===== src/rtl/mrcb_pkg.sv =====
package mrcb_pkg;

	typedef logic [1:0] status_t;

	localparam status_t ST_NONE = 2'd0;
	localparam status_t ST_OK   = 2'd1;
	localparam status_t ST_RI   = 2'd2;

	localparam logic [5:0] OP_POP06 = 6'h06;
	localparam logic [5:0] OP_POP07 = 6'h07;
	localparam logic [5:0] OP_POP10 = 6'h08;
	localparam logic [5:0] OP_POP30 = 6'h18;
	localparam logic [5:0] OP_POP26 = 6'h16;
	localparam logic [5:0] OP_POP27 = 6'h17;
	localparam logic [5:0] OP_BC    = 6'h32;
	localparam logic [5:0] OP_BALC  = 6'h3A;
	localparam logic [5:0] OP_POP66 = 6'h36;
	localparam logic [5:0] OP_POP76 = 6'h3E;

	localparam logic [31:0] INSTR_BYTES = 32'd4;

	typedef struct packed {
		logic [31:0] instr_word;
		logic [31:0] pc;
		logic [31:0] rs_value;
		logic [31:0] rt_value;
	} req_t;

	typedef struct packed {
		status_t     status;
		logic        taken;
		logic [31:0] next_pc;
		logic        link_write;
		logic [31:0] link_value;
	} rsp_t;

endpackage


===== src/rtl/mrcb_req_if.sv =====
interface mrcb_req_if;
	logic             valid;
	logic             ready;
	mrcb_pkg::req_t   data;

	modport source (output valid, output data, input ready);
	modport sink   (input valid, input data, output ready);
endinterface


===== src/rtl/mrcb_rsp_if.sv =====
interface mrcb_rsp_if;
	logic             valid;
	logic             ready;
	mrcb_pkg::rsp_t   data;

	modport source (output valid, output data, input ready);
	modport sink   (input valid, input data, output ready);
endinterface


===== src/rtl/mips_r6_compact_branch_resolve.sv =====
// Compact branch resolver for MIPS32 Release 6: each item carries an instruction word, its pc
// and the rs/rt register values, and yields one result with status, taken, next pc and the r31
// link write. Throughput is one item per cycle while the output takes results. The input
// register takes the item when it is accepted, and the result register then loads from it
// once the output side has room. The decode, the compares and the pc+4 add feeding the target
// add sit between those two registers. A result that waits on the output holds the result
// register. The input register then moves only if it is empty. Otherwise the input side stalls
// until the result is taken.
module mips_r6_compact_branch_resolve (
	input  logic        clk,
	input  logic        arst_n,
	mrcb_req_if.sink    req,
	mrcb_rsp_if.source  rsp
);
	import mrcb_pkg::*;

	// input register stage
	logic        valid_s1;
	req_t        item_s1;
	// result register stage
	logic        valid_s2;
	rsp_t        res_s2;

	logic        adv_s2;
	logic        adv_s1;

	// decode fields
	logic [5:0]  op;
	logic [4:0]  rs;
	logic [4:0]  rt;
	logic [31:0] a;
	logic [31:0] b;
	logic [31:0] seq;
	logic [31:0] off16;
	logic [31:0] off21;
	logic [31:0] off26;
	logic [31:0] jofs;
	logic [31:0] base;
	logic [31:0] ofs;
	logic [31:0] target;
	logic [31:0] sum;
	logic        ovf;
	logic        b_lez;
	logic        b_gtz;
	logic        a_eq_b;
	logic        a_slt_b;
	status_t     status;
	logic        taken;
	logic        link;
	rsp_t        res;

	// stage 2 can load when empty or when its item is taken this cycle
	assign adv_s2    = !valid_s2 || rsp.ready;
	assign adv_s1    = !valid_s1 || adv_s2;
	assign req.ready = adv_s1;

	assign op  = item_s1.instr_word[31:26];
	assign rs  = item_s1.instr_word[25:21];
	assign rt  = item_s1.instr_word[20:16];
	assign a   = item_s1.rs_value;
	assign b   = item_s1.rt_value;
	assign seq = item_s1.pc + INSTR_BYTES;

	// branch offsets are word offsets, jic/jialc offset is a byte offset
	assign off16 = {{14{item_s1.instr_word[15]}}, item_s1.instr_word[15:0], 2'b00};
	assign off21 = {{9{item_s1.instr_word[20]}}, item_s1.instr_word[20:0], 2'b00};
	assign off26 = {{4{item_s1.instr_word[25]}}, item_s1.instr_word[25:0], 2'b00};
	assign jofs  = {{16{item_s1.instr_word[15]}}, item_s1.instr_word[15:0]};

	// compare helpers
	assign sum     = a + b;
	assign ovf     = (a[31] == b[31]) && (sum[31] != a[31]);
	assign b_lez   = b[31] || (b == 32'd0);
	assign b_gtz   = !b_lez;
	assign a_eq_b  = (a == b);
	assign a_slt_b = $signed(a) < $signed(b);

	always_comb begin
		status = ST_OK;
		taken  = 1'b0;
		link   = 1'b0;
		base   = seq;
		ofs    = off16;
		case (op)
			OP_BC, OP_BALC: begin
				ofs   = off26;
				taken = 1'b1;
				link  = (op == OP_BALC);
			end
			OP_POP06: begin
				// legacy blez when rt is zero
				if (rt == 5'd0) begin
					status = ST_NONE;
				end else if (rs == 5'd0) begin
					link  = 1'b1;
					taken = b_lez;
				end else if (rs == rt) begin
					link  = 1'b1;
					taken = !b[31];
				end else begin
					taken = (a >= b);
				end
			end
			OP_POP07: begin
				// legacy bgtz when rt is zero
				if (rt == 5'd0) begin
					status = ST_NONE;
				end else if (rs == 5'd0) begin
					link  = 1'b1;
					taken = b_gtz;
				end else if (rs == rt) begin
					link  = 1'b1;
					taken = b[31];
				end else begin
					taken = (a < b);
				end
			end
			OP_POP10: begin
				if (rs >= rt) begin
					taken = ovf;
				end else if (rs == 5'd0) begin
					link  = 1'b1;
					taken = (b == 32'd0);
				end else begin
					taken = a_eq_b;
				end
			end
			OP_POP30: begin
				if (rs >= rt) begin
					taken = !ovf;
				end else if (rs == 5'd0) begin
					link  = 1'b1;
					taken = (b != 32'd0);
				end else begin
					taken = !a_eq_b;
				end
			end
			OP_POP26: begin
				if (rt == 5'd0) begin
					status = ST_RI;
				end else if (rs == 5'd0) begin
					taken = b_lez;
				end else if (rs == rt) begin
					taken = !b[31];
				end else begin
					taken = !a_slt_b;
				end
			end
			OP_POP27: begin
				if (rt == 5'd0) begin
					status = ST_RI;
				end else if (rs == 5'd0) begin
					taken = b_gtz;
				end else if (rs == rt) begin
					taken = b[31];
				end else begin
					taken = a_slt_b;
				end
			end
			OP_POP66, OP_POP76: begin
				if (rs != 5'd0) begin
					// beqzc / bnezc
					ofs   = off21;
					taken = (op == OP_POP66) ? (a == 32'd0) : (a != 32'd0);
				end else begin
					// jic / jialc
					base  = b;
					ofs   = jofs;
					taken = 1'b1;
					link  = (op == OP_POP76);
				end
			end
			default: begin
				status = ST_NONE;
			end
		endcase
		if (status != ST_OK) begin
			taken = 1'b0;
			link  = 1'b0;
		end
	end

	assign target = base + ofs;

	always_comb begin
		res.status     = status;
		res.taken      = taken;
		res.next_pc    = taken ? target : seq;
		res.link_write = link;
		res.link_value = link ? seq : 32'd0;
	end

	// control
	always_ff @(posedge clk or negedge arst_n) begin
		if (!arst_n) begin
			valid_s1 <= 1'b0;
			valid_s2 <= 1'b0;
		end else begin
			if (adv_s1) begin
				valid_s1 <= req.valid;
			end
			if (adv_s2) begin
				valid_s2 <= valid_s1;
			end
		end
	end

	// payload
	always_ff @(posedge clk) begin
		if (adv_s1 && req.valid) begin
			item_s1 <= req.data;
		end
		if (adv_s2 && valid_s1) begin
			res_s2 <= res;
		end
	end

	assign rsp.valid = valid_s2;
	assign rsp.data  = res_s2;

endmodule


===== src/flat_wrapper.sv =====
// flat-port wrapper written by rule: the top's interface ports become plain ports
module mips_r6_compact_branch_resolve_flat import mrcb_pkg::*;
  (clk, arst_n, req_valid, req_data, req_ready, rsp_valid, rsp_data, rsp_ready);
  mrcb_req_if req_i ();
  mrcb_rsp_if rsp_i ();
  input  logic clk;
  input  logic arst_n;
  input wire logic [$bits(req_i.valid)-1:0] req_valid;
  input wire logic [$bits(req_i.data)-1:0] req_data;
  output wire logic [$bits(req_i.ready)-1:0] req_ready;
  output wire logic [$bits(rsp_i.valid)-1:0] rsp_valid;
  output wire logic [$bits(rsp_i.data)-1:0] rsp_data;
  input wire logic [$bits(rsp_i.ready)-1:0] rsp_ready;
  assign req_i.valid = req_valid;
  assign req_i.data = req_data;
  assign req_ready = req_i.ready;
  assign rsp_valid = rsp_i.valid;
  assign rsp_data = rsp_i.data;
  assign rsp_i.ready = rsp_ready;
  mips_r6_compact_branch_resolve u_core (.clk(clk), .arst_n(arst_n), .req(req_i), .rsp(rsp_i));
endmodule

===== config.mk =====
export PLATFORM = sky130hd
export DESIGN_NAME = mips_r6_compact_branch_resolve_flat
export DESIGN_NICKNAME = d
export VERILOG_FILES = /design/src/rtl/mrcb_pkg.sv /design/src/rtl/mrcb_req_if.sv /design/src/rtl/mrcb_rsp_if.sv /design/src/rtl/mips_r6_compact_branch_resolve.sv /design/src/flat_wrapper.sv
export SDC_FILE = /design/constraint.sdc
export NUM_CORES = 1
export LEC_CHECK = 0
export BUFFER_PORTS_ARGS = -buffer_cell sky130_fd_sc_hd__buf_2
export CAP_MARGIN = 20
export CORE_ASPECT_RATIO = 0.8
export CORE_UTILIZATION = 50
export CTS_BUF_LIST = sky130_fd_sc_hd__clkbuf_8
export CTS_CLUSTER_SIZE = 12
export DETAILED_ROUTE_END_ITERATION = 8
export HOLD_SLACK_MARGIN = 0.08
export PLACE_DENSITY = 0.82
export SLEW_MARGIN = 10
export SYNTH_ARGS = -nofsm -noshare
export SYNTH_HDL_FRONTEND = slang
export SYNTH_SLANG_ARGS = --single-unit

===== constraint.sdc =====
create_clock -name clk -period 5.4 [get_ports clk]
set_input_delay 1.08 -clock clk [delete_from_list [all_inputs] [get_ports clk]]
set_output_delay 1.08 -clock clk [all_outputs]
set_load 0.02 [all_outputs]

==> key figures <==
Worst setup path
  • Setup crit end kind: register
  • Crit-path cells: and4_1 > nand4_1 > nor2_1 > nand2_1 > xor2_1 > a21oi_1 > ha_1 > nand2_1 > o21ai_0 > o31ai_1 > a211oi_1 > a311oi_2 > or4_1 > and4_1 > a311oi_1 > nand3_1
  • WP data arrival: 5030 ps
  • Worst reg2reg path depth: 16
  • Crit Path Class: register to register
  • Reg-to-reg endpoint: u_core.rsp.data[64]
  • Worst-path fanout max: 8
  • Slowest CP cell: or4_1
  • Worst Path Required: 5650 ps
  • R2R setup slack: 610 ps
  • R2R Path Start: u_core.item_s1[68]
  • Largest delay share family, worst path: simple AND/OR/NAND/NOR gates
  • CP Buf/Inv Count: 0
  • Worst path max stage delay: 580 ps
  • Worst Setup Start Kind: register

Global routing
  • First-pass GRT wire length: 44560 µm
  • Vias in the first global route: 8248
  • GRT Overall Usage: 0.2570
  • Largest net degree at the start of global routing: 80
  • Initial antenna violation count: 0
  • GRT overflow: 0

Route
  • DRC: 0
  • Drt initial violations: 863
  • DRT Pass-1 Iters: 6
  • WL final: 29500 µm
  • WL/cell: 19.05 µm
  • Vias per cell: 5.682
  • Via count: 8795
  • Antenna-violating nets left: 0

Clocking
  • Clk_lat worst skew: 500 ps
  • Clock buffer depth: 2
  • Reg clk slew, reported paths: 110 ps
  • Num Clock Sinks: 198
  • Cts bufs inserted: 17
  • Hold buffer count at cts: 0
  • CTS tree: yes
  • H-tree depth: 4
  • Clock root cell: clkbuf_8

Floorplanning
  • Die W: 170.7 µm
  • DIE HEIGHT: 137.0 µm
  • Rows: 48
  • Core region area: 0.02192 mm²
  • Die ar.: 0.02339 mm²
  • # IOs: 202
  • Initial Util: 0.5195

STA
  • Max Clk Rate: 208.8 MHz
  • RSZ-0062 raised after global routing: false
  • Max Slew Vio Count: 0
  • # setup viols final: 0
  • Hold slack final: 349.1 ps
  • Final Cycle Share: 0.8867
  • Slew headroom: 0.3608
  • Final hold vios: 0
  • Slew @ Worst Pin: 958.9 ps
  • Min cycle time layout: 4788 ps
  • Sum Neg Setup Slack: 0 ps
  • Clock skew: 20.53 ps

Synthesis
  • Syn Nets: 1260
  • Post-Syn Area: 0.01139 mm²
  • Leading area contributor after synthesis: edfxtp_1
  • Post-synth EDFFs: 196
  • FF+latch count, synth: 198
  • Syn_area_per_cell: 11.09 µm²
  • Yosys top cell area share: 0.5169
  • Synth warnings: 0
  • Post-synthesis sequential area ratio: 0.5213
  • Area contributors post-synth: edfxtp_1, ha_1, a21oi_1
  • Synth cell types: 65
  • Top FF cell, synth: edfxtp_1
  • FFs w/ async S/R, synth: 0.01010
  • Synthesized instance count: 1027

Finish
  • Filler cell count: 1823
  • Synth-to-layout area growth: 15.54%
  • Cell Count, Final, Fillers Out: 1548
  • Fin nets: 1468
  • Ant. Diodes: 0
  • Layout cells sized above 1: 0.2123
  • Fin area: 0.01316 mm²

Worst hold path
  • Hold crit path type: primary input to async pin

Placement
  • Placed insts: 1516
  • Placed cell area: 0.01277 mm²
  • Routability congestion estimate: 0.9021
  • DP HPWL: 22470 µm
  • Buffers on Ports: 201

Run
  • Max_cap viols: 0

Power
  • Pwr Total: 3.576 mW
  • PD cells: 271.8 mW/mm²
  • Leakage: 5.529 nW
  • Peak supply drop: 0.2091 mV

Outcome
  • Status: finished clean
## placed cells by master (no fill, tap or decap), types with 7 or more instances in the layout
| master | n |
|---|---|
| nor3_1 | 20 |
| clkbuf_8 | 17 |
| a31o_2 | 8 |
| nand2b_1 | 13 |
| nand4_1 | 23 |
| buf_2 | 201 |
| a21oi_1 | 74 |
| and4_1 | 7 |
| nand2_1 | 89 |
| xnor2_1 | 27 |
| edfxtp_1 | 196 |
| xor2_1 | 27 |
| a21o_1 | 29 |
| nor4_1 | 25 |
| nor2_1 | 91 |
| ha_1 | 100 |
| and2_1 | 8 |
| inv_1 | 70 |
| mux2i_1 | 26 |
| buf_4 | 10 |
| o21ai_0 | 30 |
| a31oi_1 | 8 |
| nand3_1 | 28 |
| nor2b_1 | 12 |
## report_power, final
part	switching [mW]	leakage, nW	internal [mW]
Clock	0.575	0.179	0.376
Combinational	0.433	3.43	0.283
Sequential	0.0848	1.92	1.82
## metal layers
metal / global-route usage / routed length, µm
met5: 0 / 0
met2: 0.3980 / 13110
met1: 0.3678 / 13430
met4: 0.06907 / 438
met3: 0.05119 / 2514
## cell families after synthesis
logic type | synth area share
XOR/XNOR | 0.04153
multiplexers | 0.02582
buffers and inverters | 0.03274
AND/OR/NAND/NOR | 0.1517
flip-flops | 0.5213
AO/OA/AOI/OAI | 0.1153
adder cells (fa/ha/maj) | 0.1116
## layout make-up
type | instances | area, µm² | share of cell area
well taps | 300 | 375.4 | 0.02853
clock buffers | 17 | 234.0 | 0.01778
inverters | 72 | 270.3 | 0.02054
repair buffers | 212 | 1101 | 0.08369
clock inverters | 15 | 142.6 | 0.01084
multi-input cells | 734 | 5097 | 0.3874
flip-flops and latches | 198 | 5936 | 0.4512
## cell usage after synthesis (13+ instances only)
master / n
edfxtp_1: 196
ha_1: 100
nor2_1: 91
nand2_1: 89
a21oi_1: 75
inv_1: 70
o21ai_0: 30
a21o_1: 29
nand3_1: 29
xnor2_1: 27
xor2_1: 27
mux2i_1: 26
nor4_1: 25
nand4_1: 23
nor3_1: 20
clkbuf_1: 16
nand2b_1: 13
## worst max path at each step
stage	start	end	slack, ps	cells after the start
2_1_floorplan	rsp_ready	u_core.a[0]	580	2
3_3_place_gp	u_core.item_s1[120]	u_core.rsp.data[64]	710	18
3_5_place_dp	u_core.item_s1[118]	u_core.rsp.data[64]	520	18
4_1_cts	u_core.item_s1[118]	u_core.rsp.data[64]	490	18
5_1_grt	u_core.item_s1[66]	u_core.rsp.data[64]	120	16
6_report	u_core.item_s1[68]	u_core.rsp.data[64]	610	16
## registers in the layout, indices dropped and copies added (netlist names)
register          cells
u_core.valid_s1       1
u_core.b             32
u_core.a             32
u_core.item_s1       64
u_core.rsp.valid      1
u_core.rsp.data      68
## through the flow
stage	utilization	worst slack (ps)
detailed placement	0.5827	522.5
floorplan	-	575.8
global route	0.6002	119.3
finish	0.6002	611.7
CTS	0.5999	489.4
global placement	0.5827	709.9
## repair_timing
action	4_1_cts	5_1_grt
buffers inserted	0	0
setup endpoints to repair	0	1
gates resized for setup	0	1
(Power assumes the default switching activity.)
